**src/rtl/pmr_pkg.sv**
```systemverilog
`timescale 1ns / 1ps
`default_nettype none

package pmr_pkg;

  // field widths
  localparam int unsigned CNT_W    = 11;
  localparam int unsigned WEIGHT_W = 17;
  localparam int unsigned SUM_W    = 27;
  localparam int unsigned POS_W    = 32;
  localparam int unsigned HEAD_W   = 16;
  localparam int unsigned INDEX_W  = 10;
  localparam int unsigned POSE_W   = 2 * POS_W + HEAD_W;

  // saturation point of the prefix sum
  localparam logic [SUM_W-1:0] SUM_MAX = {SUM_W{1'b1}};

  // particle count after reset
  localparam logic [CNT_W-1:0] COUNT_RESET = 11'd1024;

  // operation codes
  localparam logic OP_LOAD = 1'b0;
  localparam logic OP_DRAW = 1'b1;

  // search start from the controller
  typedef struct packed {
    logic                start;
    logic [WEIGHT_W-1:0] value;
    logic [CNT_W-1:0]    last;
  } search_req_t;

  // search completion back to the controller
  typedef struct packed {
    logic             done;
    logic [CNT_W-1:0] index;
  } search_rsp_t;

endpackage

`default_nettype wire

```
**src/rtl/pmr_search.sv**
```systemverilog
`timescale 1ns / 1ps
`default_nettype none

module pmr_search #(
  parameter int unsigned ADDR_W = 10
) (
  input  wire logic                         clk_i,
  input  wire logic                         rst_ni,
  input  wire pmr_pkg::search_req_t         req_i,
  output pmr_pkg::search_rsp_t              rsp_o,
  output logic                              cw_re_o,
  output logic [ADDR_W-1:0]                 cw_raddr_o,
  input  wire logic [pmr_pkg::SUM_W-1:0]    cw_rdata_i
);

  import pmr_pkg::*;

  typedef enum logic [1:0] {
    S_IDLE,
    S_FIRST,
    S_LAST,
    S_MID
  } state_e;

  state_e              state_q;
  logic [WEIGHT_W-1:0] r_q;
  logic [CNT_W-1:0]    lo_q;
  logic [CNT_W-1:0]    hi_q;
  logic [CNT_W-1:0]    mid_q;
  logic                done_q;
  logic [CNT_W-1:0]    index_q;

  logic [SUM_W-1:0]    r_ext;
  logic                below;
  logic                above;
  logic [CNT_W-1:0]    cur_span;
  logic [CNT_W-1:0]    cur_mid;
  logic [CNT_W-1:0]    nlo;
  logic [CNT_W-1:0]    nhi;
  logic [CNT_W-1:0]    nspan;
  logic [CNT_W-1:0]    nmid;

  // compares against the word read last cycle and the next bisection bounds
  always_comb begin
    r_ext    = SUM_W'(r_q);
    below    = r_ext < cw_rdata_i;
    above    = r_ext > cw_rdata_i;
    cur_span = hi_q - lo_q;
    cur_mid  = CNT_W'(({1'b0, lo_q} + {1'b0, hi_q}) >> 1);
    if (cw_rdata_i < r_ext) begin
      nlo = mid_q;
      nhi = hi_q;
    end else begin
      nlo = lo_q;
      nhi = mid_q;
    end
    nspan = nhi - nlo;
    nmid  = CNT_W'(({1'b0, nlo} + {1'b0, nhi}) >> 1);
  end

  // read address of the cumulative weight memory
  always_comb begin
    cw_re_o    = 1'b0;
    cw_raddr_o = '0;
    unique case (state_q)
      S_IDLE: begin
        cw_re_o = req_i.start;
      end
      S_FIRST: begin
        cw_re_o    = !below;
        cw_raddr_o = ADDR_W'(hi_q);
      end
      S_LAST: begin
        cw_re_o    = !above && (cur_span > CNT_W'(1));
        cw_raddr_o = ADDR_W'(cur_mid);
      end
      S_MID: begin
        cw_re_o    = nspan > CNT_W'(1);
        cw_raddr_o = ADDR_W'(nmid);
      end
      default: begin
        cw_re_o = 1'b0;
      end
    endcase
  end

  // bisection sequencer
  always_ff @(posedge clk_i or negedge rst_ni) begin
    if (!rst_ni) begin
      state_q <= S_IDLE;
      done_q  <= 1'b0;
      r_q     <= '0;
      lo_q    <= '0;
      hi_q    <= '0;
      mid_q   <= '0;
      index_q <= '0;
    end else begin
      done_q <= 1'b0;
      unique case (state_q)
        S_IDLE: begin
          if (req_i.start) begin
            r_q     <= req_i.value;
            lo_q    <= '0;
            hi_q    <= req_i.last;
            state_q <= S_FIRST;
          end
        end
        S_FIRST: begin
          if (below) begin
            done_q  <= 1'b1;
            index_q <= '0;
            state_q <= S_IDLE;
          end else begin
            state_q <= S_LAST;
          end
        end
        S_LAST: begin
          if (!above && (cur_span > CNT_W'(1))) begin
            mid_q   <= cur_mid;
            state_q <= S_MID;
          end else begin
            done_q  <= 1'b1;
            index_q <= hi_q;
            state_q <= S_IDLE;
          end
        end
        S_MID: begin
          lo_q <= nlo;
          hi_q <= nhi;
          if (nspan > CNT_W'(1)) begin
            mid_q <= nmid;
          end else begin
            done_q  <= 1'b1;
            index_q <= nhi;
            state_q <= S_IDLE;
          end
        end
        default: begin
          state_q <= S_IDLE;
        end
      endcase
    end
  end

  assign rsp_o.done  = done_q;
  assign rsp_o.index = index_q;

endmodule

`default_nettype wire

```
**config.mk**
```make
export PLATFORM = sky130hd
export DESIGN_NAME = pmr_search
export DESIGN_NICKNAME = d
export VERILOG_FILES = /design/src/rtl/pmr_pkg.sv /design/src/rtl/pmr_search.sv
export SDC_FILE = /design/constraint.sdc
export NUM_CORES = 1
export LEC_CHECK = 0
export ABC_AREA = 1
export BUFFER_PORTS_ARGS = -buffer_cell sky130_fd_sc_hd__buf_2
export CELL_PAD_IN_SITES_DETAIL_PLACEMENT = 1
export CELL_PAD_IN_SITES_GLOBAL_PLACEMENT = 1
export CORE_MARGIN = 10
export CORE_UTILIZATION = 43
export CTS_BUF_LIST = sky130_fd_sc_hd__clkbuf_2
export DETAILED_ROUTE_END_ITERATION = 8
export PLACE_DENSITY_LB_ADDON = 0.1
export SYNTH_ARGS = -nofsm -noshare
export SYNTH_HDL_FRONTEND = slang
export SYNTH_SLANG_ARGS = --single-unit
export TNS_END_PERCENT = 50
```
**constraint.sdc**
```tcl
create_clock -name clk_i -period 4.6 [get_ports clk_i]
set_clock_uncertainty 0.05 [all_clocks]
set_input_delay 0.69 -clock clk_i [delete_from_list [all_inputs] [get_ports clk_i]]
set_output_delay 0.69 -clock clk_i [all_outputs]
set_load 0.01 [all_outputs]
```
==> flow_summary.yaml <==
clock_tree:
  cts.path.max_buffers: 2
  cts.sinks: 64
  tritoncts: "built"
  cts_max_level: 3
  cts_buffers: 9
  insertion_delay_ns: 0.62
  root_buffer: "clkbuf_2"
  clkSlewWorstSetupHoldPaths_ns: 0.28
logic_synthesis:
  synth_compound_area_frac: 0.146
  syn_nets: 1003
  synth.distinct_cells: 48
  async_reset_ff_frac: 1.00
  ys_ff_latch: 64
  synth_area_leaders: "dfrtp_1 27%, nand2_1 14%, ha_1 12%, nand3_1 7.7%, inv_1 7.5%"
  ys_seq_area_frac: 0.266
  yosysTopAreaCell: "dfrtp_1"
  yosys.area_share.xor_xnor: 0.00726
  synth_top_family_by_area: "simple AND/OR/NAND/NOR gates"
  synth_edf_count: 0
  syn_avg_cell_area_um2: 6.84
  yosys.area.top_type_share: 0.266
  synthesis.yosys.warnings: 0
  muxShareOfSynthArea: 0.00187
  syn-cell-area_um2: 6030
  synth_fa_ha_area_frac: 0.136
  synthSimpleGateAreaFrac: 0.333
  syn_inst: 882
  synthFlopType: "dfrtp_1"
timing:
  hold_violations: 0
  tightest_slew_ns: 0.947
  period_share: 1.07
  relSlewSlack: 0.369
  max_clock_freq_mhz: 204
  hold_slack_ns: 0.139
  finalSetupViolations: 9
  fin_crit_ns: 4.90
  tns_ns: -1.89
  slew_viol_final: 0
  setup_ws_ns: -0.303
  rsz0062_at_grt: "yes"
placement:
  dp_hpwl_um: 18200
  io_buffers: 80
  gp_congestion: 0.899
  dp.cells: 1184
worst_setup_path:
  worstSetupPathType: "flip-flop to output port"
  cp.required_ns: 3.86
  reg2reg_from: "r_q[12]"
  rrSetupSlack_ns: 0.43
  cp-end-kind: "output port"
  arrival_ns: 4.16
  worstSetupStartpointType: "flip-flop"
  critPathMaxFanout: 8
  reg2regPathDepth: 30
  r2r-end: "mid_q[0]"
global_route:
  grtUsageTotal: 0.255
  grt_max_degree: 40
  antenna_found_initial: 1
  grt_pass1_wl_um: 40000
  grt-ovfl-total: 0
  grt_pass1_vias: 7710
detailed_routing:
  vias: 7067
  dr.pass1.iters: 5
  dr.first_iter.drc_count: 459
  post-route-drc-count: 0
  viasPerCell: 5.76
  ant_nets: 0
  wire_per_inst_um: 21.5
  totalWireLength_um: 26300
cells_and_area:
  final_nets: 1161
  final_cell_mix: "199 x nand2_1, 105 x inv_1, 89 x buf_4"
  finish.utilization: 0.588
  syn_to_final_growth_pct: 34.8
  drive_gt1_frac: 0.348
  mostFrequentLayoutCell: "nand2_1"
  fin_cells: 1226
floorplan:
  rows: 43
  die_height_um: 138
  core_area_um2: 13800
  initial_core_util: 0.436
  die_area_um2: 19200
  die_w_um: 138
  io_pins: 81
power_and_ir_drop:
  ir_worst_vdd_mv: 0.216
  p_per_area_nw_per_um2: 405
  power_leakage_uw: 0.00418
outcome:
  violations: "negative setup slack"
  status: "complete, but fails checks"
min_path:
  hold_class: "input port to asynchronous set/reset pin"
flow_run:
  drv_cap: 0
flip-flops by register name, summed over array words and instances (netlist names):
register  cells
done_q        1
hi_q         11
index_q      11
lo_q         11
mid_q        11
r_q          17
state_q       2
metal layers:
layer,routed length (µm),up-vias,global-route usage
li1,-,3217,-
met1,10300,3468,0.284
met2,13200,287,0.448
met3,1710,95,0.0545
met4,1180,0,0.132
met5,0,-,0
cell families (layout without fill, tap and decap cells):
kind of cell | Yosys count | after routing
and+or+nand+nor | 445 | 446
buffers and inverters | 161 | 323
AOI/OAI and AO/OA | 143 | 143
DFF | 64 | 64
adders and majority gates | 63 | 63
xor gates and xnor gates | 5 | 5
muxes | 1 | 1
other | 0 | 1
area by class of cell:
type,count,area [µm²]
fillers,1779,5700
diodes,1,2.50
inverters,126,485
flip-flops and latches,64,1600
clock inverters,7,103
clock buffers,9,45.0
multi-input cells,658,4440
repair buffers,181,1230
well taps,180,225
what timing repair did:
| action | CTS | global route |
|---|---|---|
| setup buffers | 14 | 10 |
| hold buffers | 0 | 0 |
| cloned | 1 | 0 |
| pin swaps | 30 | 45 |
| gates resized for setup | 120 | 75 |
| endpoints found under the setup margin | 10 | 11 |
where the power goes:
group          internal, µW  switching, µW
logic                   812           1260
registers               674           85.4
clock network           185            276
total                  1670           1620
cell usage after synthesis (9+ instances only):
master,instances
o21ai_0,25
ha_1,59
o21ai_2,10
a21oi_1,54
buf_2,10
dfrtp_1,64
nor2_1,57
nand2_1,229
o22ai_1,9
clkbuf_1,14
inv_1,121
nand3_1,93
nand2_2,9
o211ai_1,17
nand4_1,21
and2_1,12
worst max-delay path: stages, from the launching register on:
cell and delay (ns):
dfrtp_1 0.43, inv_2 0.08, ha_4 0.21, nand2_2 0.05
nand2_1 0.06, nand2_2 0.08, nand2_2 0.05, nand2_1 0.05
nand3_1 0.06, nor2_1 0.12, buf_6 0.19, nand2_8 0.11
buf_4 0.16, nand2_1 0.12, o21ai_4 0.10, ha_4 0.26
inv_6 0.09, buf_4 0.14, nand2_2 0.10, o21ai_1 0.28
nor2_2 0.11, a21oi_2 0.16, o21ai_2 0.09, buf_4 0.15
o211ai_1 0.13, buf_2 0.19
worst max path at each step:
stage | start | end | slack (ns) | depth (start not counted)
after global routing | r_q[14] | cw_re_o | -0.51 | 27
after floorplan | cw_rdata_i[14] | cw_re_o | 0.16 | 22
final | r_q[12] | cw_raddr_o[5] | -0.30 | 25
after CTS | r_q[12] | cw_re_o | -0.24 | 29
after global placement | cw_rdata_i[14] | cw_raddr_o[9] | -0.26 | 25
after detailed placement | cw_rdata_i[14] | cw_raddr_o[9] | -0.55 | 25
through the flow:
| stage | instance area, µm² | worst slack (ns) | power [µW] |
|---|---|---|---|
| floorplan | 6030 | 0.163 | 1800 |
| global placement | 7050 | -0.263 | 2320 |
| detailed placement | 7050 | -0.548 | 2410 |
| CTS | 7780 | -0.242 | 3060 |
| global route | 8130 | -0.505 | 3520 |
| finish | 8130 | -0.303 | 3290 |
Note: power is estimated with default switching activity, not from simulation.
